[config.mk]
export PLATFORM = sky130hd
export DESIGN_NAME = reference_count_table_unit
export DESIGN_NICKNAME = d
export VERILOG_FILES = /design/src/rct_pkg.sv /design/src/rct_cell.sv /design/src/reference_count_table_unit.sv
export VERILOG_INCLUDE_DIRS = /design/src /design/src/src
export SDC_FILE = /design/constraint.sdc
export NUM_CORES = 2
export LEC_CHECK = 0
export BUFFER_PORTS_ARGS = -buffer_cell sky130_fd_sc_hd__buf_2
export CAP_MARGIN = 30
export CORE_ASPECT_RATIO = 0.7
export CORE_UTILIZATION = 38
export CTS_CLUSTER_SIZE = 12
export DETAILED_ROUTE_END_ITERATION = 7
export PLACE_DENSITY = 0.49
export SLEW_MARGIN = 20
export SYNTH_ARGS = -nofsm -noshare
export SYNTH_HDL_FRONTEND = slang
export SYNTH_SLANG_ARGS = --single-unit
[constraint.sdc]
create_clock -name clk -period 6.3 [get_ports clk]
set_input_delay 0.945 -clock clk [delete_from_list [all_inputs] [get_ports clk]]
set_output_delay 0.945 -clock clk [all_outputs]
set_load 0.03 [all_outputs]
[src/assert_macros.svh]
`ifndef ASSERT_MACROS_SVH
`define ASSERT_MACROS_SVH

`ifndef ASSERT_OFF
// property checked on every rising clock edge outside reset
`define ASSERT_CLK(lbl, prop) \
    lbl: assert property (@(posedge clk) disable iff (!rst_n) prop) \
        else $error("assertion failed");
// condition that must never be seen
`define ASSERT_NEVER(lbl, cond) `ASSERT_CLK(lbl, !(cond))
`else
`define ASSERT_CLK(lbl, prop)
`define ASSERT_NEVER(lbl, cond)
`endif

`endif

[src/rct_pkg.sv]
package rct_pkg;

    localparam int TABLE_ENTRIES = 16;
    localparam int ADDRESS_BITS  = 32;
    localparam int COUNT_BITS    = 16;

    typedef logic [ADDRESS_BITS-1:0] addr_t;
    typedef logic [COUNT_BITS-1:0]   count_t;

    localparam count_t COUNT_MAX = '1;

    typedef enum logic [1:0] {
        PH_SEARCH,
        PH_UPDATE,
        PH_INSERT
    } phase_t;

    typedef enum logic [1:0] {
        STATUS_OK   = 2'd0,
        STATUS_FULL = 2'd1,
        STATUS_DUP  = 2'd2
    } status_t;

    typedef enum logic [1:0] {
        ST_IDLE,
        ST_BUSY,
        ST_HOLD
    } state_t;

    // request token travelling down the cell chain
    typedef struct packed {
        logic   vld;
        phase_t phase;
        logic   pending;
        logic   dup;
        logic   has_free;
        logic   freed;
        addr_t  freed_address;
        addr_t  old_address;
        addr_t  new_address;
    } token_t;

endpackage

[src/rct_cell.sv]
`include "assert_macros.svh"

module rct_cell (
    input  logic            clk,
    input  logic            rst_n,
    input  rct_pkg::token_t tok_in,
    output rct_pkg::token_t tok_out
);

    logic            valid_reg;
    logic            valid_next;
    rct_pkg::addr_t  address_reg;
    rct_pkg::addr_t  address_next;
    rct_pkg::count_t count_reg;
    rct_pkg::count_t count_next;
    rct_pkg::token_t tok_reg;
    rct_pkg::token_t tok_next;
    logic            hit_old;
    logic            hit_new;
    rct_pkg::count_t count_dec;
    rct_pkg::count_t count_inc;

    assign hit_old = valid_reg && (address_reg == tok_in.old_address);
    assign hit_new = valid_reg && (address_reg == tok_in.new_address);

    // decrement first, then increment, both saturating
    assign count_dec = (hit_old && count_reg != '0) ? count_reg - 1'b1 : count_reg;
    assign count_inc = (hit_new && count_dec != rct_pkg::COUNT_MAX) ?
                       count_dec + 1'b1 : count_dec;

    always_comb
    begin
        tok_next     = tok_in;
        valid_next   = valid_reg;
        address_next = address_reg;
        count_next   = count_reg;
        if (tok_in.vld)
        begin
            case (tok_in.phase)
                rct_pkg::PH_SEARCH:
                begin
                    if (hit_new)
                    begin
                        tok_next.dup = 1'b1;
                    end
                    if (!valid_reg)
                    begin
                        tok_next.has_free = 1'b1;
                    end
                end
                rct_pkg::PH_UPDATE:
                begin
                    count_next = count_inc;
                    if (hit_old && count_inc == '0)
                    begin
                        valid_next             = 1'b0;
                        address_next           = '0;
                        tok_next.freed         = 1'b1;
                        tok_next.freed_address = tok_in.old_address;
                    end
                end
                rct_pkg::PH_INSERT:
                begin
                    if (tok_in.pending && !valid_reg)
                    begin
                        valid_next       = 1'b1;
                        address_next     = tok_in.new_address;
                        count_next       = rct_pkg::COUNT_BITS'(1);
                        tok_next.pending = 1'b0;
                    end
                end
                default:
                begin
                end
            endcase
        end
    end

    always_ff @(posedge clk or negedge rst_n)
    begin
        if (!rst_n)
        begin
            valid_reg   <= 1'b0;
            address_reg <= '0;
            count_reg   <= '0;
            tok_reg     <= '0;
        end
        else
        begin
            valid_reg   <= valid_next;
            address_reg <= address_next;
            count_reg   <= count_next;
            tok_reg     <= tok_next;
        end
    end

    assign tok_out = tok_reg;

    `ASSERT_NEVER(a_live_entry_nonzero, valid_reg && count_reg == '0)
    `ASSERT_CLK(a_free_on_update, (tok_reg.vld && tok_reg.freed) |-> tok_reg.phase == rct_pkg::PH_UPDATE)

endmodule

[src/reference_count_table_unit.sv]
// Reference count table: tracks up to TABLE_ENTRIES addresses with counts.
// Input stream s_*: one request per handshake, s_tuser = kind
// (0 allocate new_address, 1 move a reference from old_address to new_address).
// Output stream m_*: one result per request, in request order; m_tuser holds
// status (ok, table full, already tracked) and the freed flag, m_tdata holds
// the freed address and the returned address.
// Each request token walks the chain of TABLE_ENTRIES cells, one cell a cycle.
// Assign: one walk; the result is captured, then loaded into the m_* register.
// Allocate: a search walk, and a second insert walk when the address is new
// and a slot is free.
// One request is in flight at a time; s_tready is high only when idle, so a
// new request is taken at the earliest in the cycle after the result is
// loaded into the output register.
// A result waits in an output register while m_tready is low; a further
// finished result waits in ST_HOLD until that register drains.
// Reset (rst_n low, asynchronous) empties the table and drops any request
// in flight; no clearing pass is needed afterwards.
`include "assert_macros.svh"

module reference_count_table_unit (
    input  logic                                 clk,
    input  logic                                 rst_n,
    input  logic                                 s_tvalid,
    output logic                                 s_tready,
    input  logic [2*rct_pkg::ADDRESS_BITS-1:0]   s_tdata,  // old_address, new_address
    input  logic                                 s_tuser,  // kind
    output logic                                 m_tvalid,
    input  logic                                 m_tready,
    output logic [2*rct_pkg::ADDRESS_BITS-1:0]   m_tdata,  // freed_address, returned_address
    output logic [2:0]                           m_tuser   // status[1:0], freed
);

    localparam int A = rct_pkg::ADDRESS_BITS;
    localparam int N = rct_pkg::TABLE_ENTRIES;

    rct_pkg::state_t  state_reg;
    rct_pkg::state_t  state_next;
    rct_pkg::token_t  launch_tok;
    rct_pkg::token_t  chain [N];
    rct_pkg::token_t  ret_tok;
    logic [N-1:0]     tok_vld;
    logic             capture;
    logic             load_out;
    logic             out_free;
    rct_pkg::status_t res_status_c;

    rct_pkg::status_t res_status_reg;
    logic             res_freed_reg;
    rct_pkg::addr_t   res_freed_addr_reg;
    rct_pkg::addr_t   res_ret_reg;
    logic             m_tvalid_reg;
    logic [2*A-1:0]   m_tdata_reg;
    logic [2:0]       m_tuser_reg;

    genvar i;
    generate
        for (i = 0; i < N; i++)
        begin : g_cell
            rct_pkg::token_t cell_in;
            if (i == 0)
            begin : g_head
                assign cell_in = launch_tok;
            end
            else
            begin : g_body
                assign cell_in = chain[i-1];
            end
            rct_cell u_cell (
                .clk     (clk),
                .rst_n   (rst_n),
                .tok_in  (cell_in),
                .tok_out (chain[i])
            );
            assign tok_vld[i] = chain[i].vld;
        end
    endgenerate

    assign ret_tok  = chain[N-1];
    assign out_free = !m_tvalid_reg || m_tready;

    always_comb
    begin
        state_next   = state_reg;
        launch_tok   = '0;
        capture      = 1'b0;
        load_out     = 1'b0;
        res_status_c = rct_pkg::STATUS_OK;
        case (state_reg)
            rct_pkg::ST_IDLE:
            begin
                if (s_tvalid)
                begin
                    launch_tok.vld         = 1'b1;
                    launch_tok.phase       = s_tuser ? rct_pkg::PH_UPDATE : rct_pkg::PH_SEARCH;
                    launch_tok.old_address = s_tdata[A-1:0];
                    launch_tok.new_address = s_tdata[2*A-1:A];
                    state_next             = rct_pkg::ST_BUSY;
                end
            end
            rct_pkg::ST_BUSY:
            begin
                if (ret_tok.vld)
                begin
                    if (ret_tok.phase == rct_pkg::PH_SEARCH && !ret_tok.dup && ret_tok.has_free)
                    begin
                        launch_tok         = ret_tok;
                        launch_tok.phase   = rct_pkg::PH_INSERT;
                        launch_tok.pending = 1'b1;
                    end
                    else
                    begin
                        capture = 1'b1;
                        if (ret_tok.phase == rct_pkg::PH_SEARCH)
                        begin
                            res_status_c = ret_tok.dup ? rct_pkg::STATUS_DUP
                                                       : rct_pkg::STATUS_FULL;
                        end
                        state_next = rct_pkg::ST_HOLD;
                    end
                end
            end
            rct_pkg::ST_HOLD:
            begin
                if (out_free)
                begin
                    load_out   = 1'b1;
                    state_next = rct_pkg::ST_IDLE;
                end
            end
            default:
            begin
                state_next = rct_pkg::ST_IDLE;
            end
        endcase
    end

    always_ff @(posedge clk or negedge rst_n)
    begin
        if (!rst_n)
        begin
            state_reg    <= rct_pkg::ST_IDLE;
            m_tvalid_reg <= 1'b0;
        end
        else
        begin
            state_reg <= state_next;
            if (load_out)
            begin
                m_tvalid_reg <= 1'b1;
            end
            else if (m_tready)
            begin
                m_tvalid_reg <= 1'b0;
            end
        end
    end

    always_ff @(posedge clk)
    begin
        if (capture)
        begin
            res_status_reg     <= res_status_c;
            res_freed_reg      <= ret_tok.freed;
            res_freed_addr_reg <= ret_tok.freed_address;
            res_ret_reg        <= ret_tok.new_address;
        end
        if (load_out)
        begin
            m_tdata_reg <= {res_ret_reg, res_freed_addr_reg};
            m_tuser_reg <= {res_freed_reg, res_status_reg};
        end
    end

    assign s_tready = (state_reg == rct_pkg::ST_IDLE);
    assign m_tvalid = m_tvalid_reg;
    assign m_tdata  = m_tdata_reg;
    assign m_tuser  = m_tuser_reg;

    `ASSERT_NEVER(a_single_token, !$onehot0(tok_vld))
    `ASSERT_CLK(a_token_when_busy, (|tok_vld) |-> state_reg == rct_pkg::ST_BUSY)
    `ASSERT_CLK(a_hold_drains, (state_reg == rct_pkg::ST_HOLD && out_free) |=> m_tvalid)

endmodule

# Word-level counts from Yosys, hierarchy flattened
# Index checks and enable logic that the tools add are counted.
# word_totals
mem_count	0
inputBits	69
word_cells	877
romBits	0
register_bits	2568
latchBits	0
ramBits	0
output_inout_bits	69
# classes
order_cmp	0
bitwise_logic	3
n_eq_ne	118
reduce_logical	218
muxes	307
shifts	0
mul	0
n_div	0
add_sub_neg	32
# op_table
cell	count
2-to-1 mux 33 bit	32
equality test 32 bit	32
2-to-1 mux 32 bit	32
one-hot mux 32 bit (2 select lines)	16
2-to-1 mux 16 bit	48
2-to-1 mux 36 bit	16
one-hot mux 16 bit (2 select lines)	16
adder 16 x 1 -> 16 bit, second input constant	16
logical NOT 16 bit	16
inequality test 16 bit, second input constant	16
nonzero test 16 bit	16
subtractor 16 x 1 -> 16 bit, second input constant	16
2-to-1 mux 103 bit	2
one-hot mux 64 bit (2 select lines)	1
2-to-1 mux 1 bit	102
logical AND 1 bit	98
AND reduction 4 bit	17
inequality test 2 x 1 -> 1 bit, second input constant	33
2-to-1 mux 64 bit	1
AND reduction 3 bit	16
2-to-1 mux 2 bit	21
logical NOT 2 bit	18
2-to-1 mux 35 bit	1
equality test 2 x 1 -> 1 bit, second input constant	17
other kinds (11)	79

# Logic depth before layout (Yosys ltp)
# depth
word_depth	18
mapped_depth	22
depth_no_buf	19

# Modules after synthesis
# From an unflattened synthesis, not the netlist that was laid out.
# unflattened
cells_unflattened	11190
area_unflattened_um2	124523.2
# modules_own_cells
module	cells_per_inst	instances	seq_area_each_um2	area_per_inst_um2
rct_cell at g_cell[15].u_cell ...	679	9	3803.6	7415.9
rct_cell at g_cell[0].u_cell ...	687	6	3803.6	7513.5
rct_cell at g_cell[9].u_cell	671	1	3803.6	7444.6
reference_count_table_unit	286	1	4098.9	5255.0

# Worst setup path before layout
# No wires, ideal clock.
# synth_timing
path_kind	input port to flip-flop
start	input s_tvalid
end	register g_cell[0].u_cell.tok_reg, in the netlist g_cell[0].u_cell.tok_out[85]
arrival_time_ns	5.821
slack_ns	0.397
required_time_ns	6.219
setup_ns	0.081
path_buffers	4
cell_stages	22
cell_sequence	nor3b_1 clkbuf_1 buf_1 a32oi_1 xnor2_1 nor4_1 nand4_1 nor4_4 nor2_1 a21oi_1 ha_1 nor3b_1 mux2_2 o211ai_1 o31a_1 or4_1 nand3_1 nand3_1 nor3_1 buf_4 buf_6 mux2i_1
# synth_rtl
item	line_no	text
from (decl)	reference_count_table_unit.sv:23	input logic s_tvalid,
to (signal assigned)	rct_cell.sv:93	tok_reg <= tok_next;
to (decl)	rct_cell.sv:16	rct_pkg::token_t tok_reg;

==> qor.yml <==
core_area_um2: 307400
power_density_nw_per_um2: 356.7
routed_wire_length_mm: 465.6
initial_utilization_pct: 38.33
synthesis.yosys.warnings: 0
period_minus_slack_ns: 6.067
cts_tree: "built"
synth_sequential_area_ratio_pct: 55.12
rows: 170
flow.area_growth_from_synthesis_pct: 15.17
max_cap_violations: 0
globalRouteTotalUtil_pct: 29.39
detailedRoute.firstPassIterationCount: 6
run_status: "complete, but fails checks"
nets_in_the_synthesized_netlist: 10340
sw_frac_of_total_pct: 34.74
ys_ff_latch: 2568
die_w_um: 667.5
highest_achievable_clock_rate_ghz: 0.1648
static-leakage-power_nw: 63.10
final_layout_size_suffix_gt1_share_pct: 16.23
syn-cell-area_um2: 117800
synth_enable_flop_cells: 134
rsz0062_at_grt: "false"
clock_latency_of_the_later_clocked_register_in_the_worst_skew_pair_ns: 0.89
total_power_mw: 48.39
start_kind: "flop"
crit_fanout: 21
wl_per_cell_um: 31.01
report.final.slew_viol_count: 0
post_synth_num_cell_types: 134
synth.avg_cell_area_um2: 11.58
synth_ff_type: "dfrtp_1"
cts_made_buffers: 284
finalClockSkew_ns: 0.04500
vias_per_cell: 5.858
critPathArrivalTime_ns: 6.81
grt_overflow_total: 0
cts-htree-levels: 5
timing.critical_path.buf_inv: 2
netSwitchingPower_mw: 16.81
yosysTopAreaCellShare_pct: 51.70
drc: 0
design.die.area_um2: 312300
hold_viol: 8
initial_antenna_violation_count: 58
period_share_pct: 96.29
critical-path-top-delay-family: "simple AND/OR/NAND/NOR gates"
p_int_mw: 31.58
grt_first_pass_wirelength_mm: 660.0
root_buffer: "clkbuf_16"
hold_removal_path_class: "in -> async"
slew-limit-headroom_pct: 24.10
synthDominantAreaCellType: "dfrtp_1"
reg2reg_slack_ns: 0.23
fraction_of_registers_with_async_set_or_reset_after_synthesis_pct: 94.78
cts-root-to-sink-buffers: 4
seq_power_share_pct: 45.1
vdd_ir_drop_max_mv: 0.2225
worstPathRequired_ns: 7.05
gp_congestion: 0.9776
cpPeakStageDelay_ns: 0.85
whs_ns: -0.04275
crit_slowest_cell: "and4b_1"
path_clk_slew_ns: 0.06
power.combinational.fraction_pct: 20.9
timing.final.setup_violations: 0
failed_checks: "negative hold slack"
clkSinkCount: 2568
first_global_vias: 84640
dp_hpwl_mm: 358.7
ctsHoldBuffers: 0
largest_reg_flops: 1647
fp.dieH_um: 467.8
grt_start_max_net_pins: 168
port_buffers: 137
worstMarginPinSlew_ns: 1.139
num_vias: 87970
cp-end-kind: "flop"
sequence_of_cells_on_the_critical_path: "xor2_1, nor4_1, nand3_1, and4b_1, nor2_1, a21oi_1, ha_1, o21a_1, o221ai_1, o311ai_1, xnor2_1, a21oi_1, nor4_1, and4_1, buf_4, and3_2, buf_12, mux2_2"
netlist_top_cells_area: "dfrtp_1, xnor2_1, xor2_1, mux2_2, a22o_1"
first_drt_iteration_drcs: 9740
worstSetupPathType: "reg -> reg"
netlist_instances: 10170
fin_nets: 10860
clock_power_share_pct: 33.9
drtAntennaViolNets: 0
io_pins: 138
==> per-layer routing <==
layer / vias up / wire (um) / track usage, %
met1: 45840 / 234400 / 47.79
met4: 10 / 7737 / 5.016
met3: 459 / 44020 / 8.065
li1: 37990 / - / -
met2: 3673 / 179400 / 38.29
met5: - / 54 / 0
==> cells by family after synthesis <==
kind of cell / after synthesis / share of synthesized area, %
buf+inv: 688 / 2.409
simple gates: 3029 / 13.94
flops: 2568 / 55.12
fa+ha+maj: 96 / 1.020
mux: 604 / 5.666
compound gates: 1788 / 11.41
xor+xnor: 1400 / 10.44
==> path summary, 6_finish.rpt <==
check,start,depth (start not counted),to
worst max-delay path,g_cell[1].u_cell.tok_out[56],18,g_cell[2].u_cell.tok_out[77]
max in group asynchronous,rst_n,3,g_cell[15].u_cell.address_reg[23]
worst max register to register,g_cell[1].u_cell.tok_out[56],18,g_cell[2].u_cell.tok_out[77]
min in group clk,g_cell[0].u_cell.tok_out[56],0,g_cell[1].u_cell.tok_out[56]
worst min-delay path,rst_n,1,g_cell[5].u_cell.count_reg[9]
worst min register to register,g_cell[0].u_cell.tok_out[56],0,g_cell[1].u_cell.tok_out[56]
==> cell type report <==
cell class	instances	area (um^2)
fillers	28570	171700
flip-flops and latches	2568	64930
multi-input cells	6917	50320
clock buffers	388	8102
repair buffers	682	5416
well taps	4128	5165
inverters	244	915.9
clock inverters	62	745.7
diodes	29	72.57
==> Yosys cell counts (24+ instances only) <==
library cell,count
buf_1,40
nor3_1,266
ha_1,96
edfxtp_1,134
o22ai_1,27
mux2_2,480
o211ai_1,77
and4_1,43
or3_1,81
a21oi_1,170
nand4_1,269
or4_1,84
clkbuf_1,314
a22o_1,537
a21o_1,84
nor2b_1,41
a211oi_1,39
o21a_1,31
mux2i_1,104
inv_1,242
nand3b_1,42
o31ai_1,90
nand2_1,640
nor4b_1,31
xor2_1,640
nand2b_1,95
and3_1,59
or2_2,53
a22oi_1,41
o21ai_0,270
a31o_2,24
nor2_1,508
a31oi_1,59
and2_1,46
xnor2_1,758
buf_2,57
dfrtp_1,2434
nand3_1,265
nor3b_1,44
nand4b_1,50
a32oi_1,41
o21bai_1,29
nor4_1,302
==> what timing repair did <==
action	4_1_cts	5_1_grt
buffers inserted	0	1
endpoints found under the setup margin	1	214
gates resized for setup	1	15
==> power groups by stage <==
stage	sequential [mW]	combinational, mW	clock (mW)
finish	21.8	10.1	16.4
floorplan	19.9	6.14	0
global placement	22.0	9.98	0
CTS	21.7	9.97	16.7
detailed placement	21.9	9.91	0
global route	21.9	10.9	17.4
==> layout by cell type, fill, tap and decap left out, drive strengths merged, types with 60 or more instances in the layout <==
cell type	instances
nand2	640
mux2i	104
nor2	510
ha	96
xnor2	758
a22o	537
buf	681
o31ai	90
and3	61
o211ai	77
a31oi	60
o21ai	278
xor2	640
a21oi	171
edfxtp	134
inv	246
clkbuf	389
nor4	310
mux2	500
or4	88
or3	84
nor3	270
a21o	96
nand2b	95
nand3	265
dfrtp	2434
nand4	269
==> stage by stage <==
| stage | worst slack (ns) | utilization, % | cells | instance area, um^2 | TNS (ns) |
|---|---|---|---|---|---|
| floorplan | 0.3974 | - | 10170 | 117800 | 0 |
| finish | 0.2334 | 44.14 | 15020 | 135700 | 0 |
| global placement | -0.4436 | 41.17 | 14530 | 126500 | -26.55 |
| detailed placement | 0.01658 | 41.19 | 14530 | 126600 | 0 |
| global route | 0.02081 | 44.12 | 14990 | 135600 | 0 |
| CTS | 0.06351 | 44.07 | 14980 | 135500 | 0 |
(Power assumes the default switching activity.)
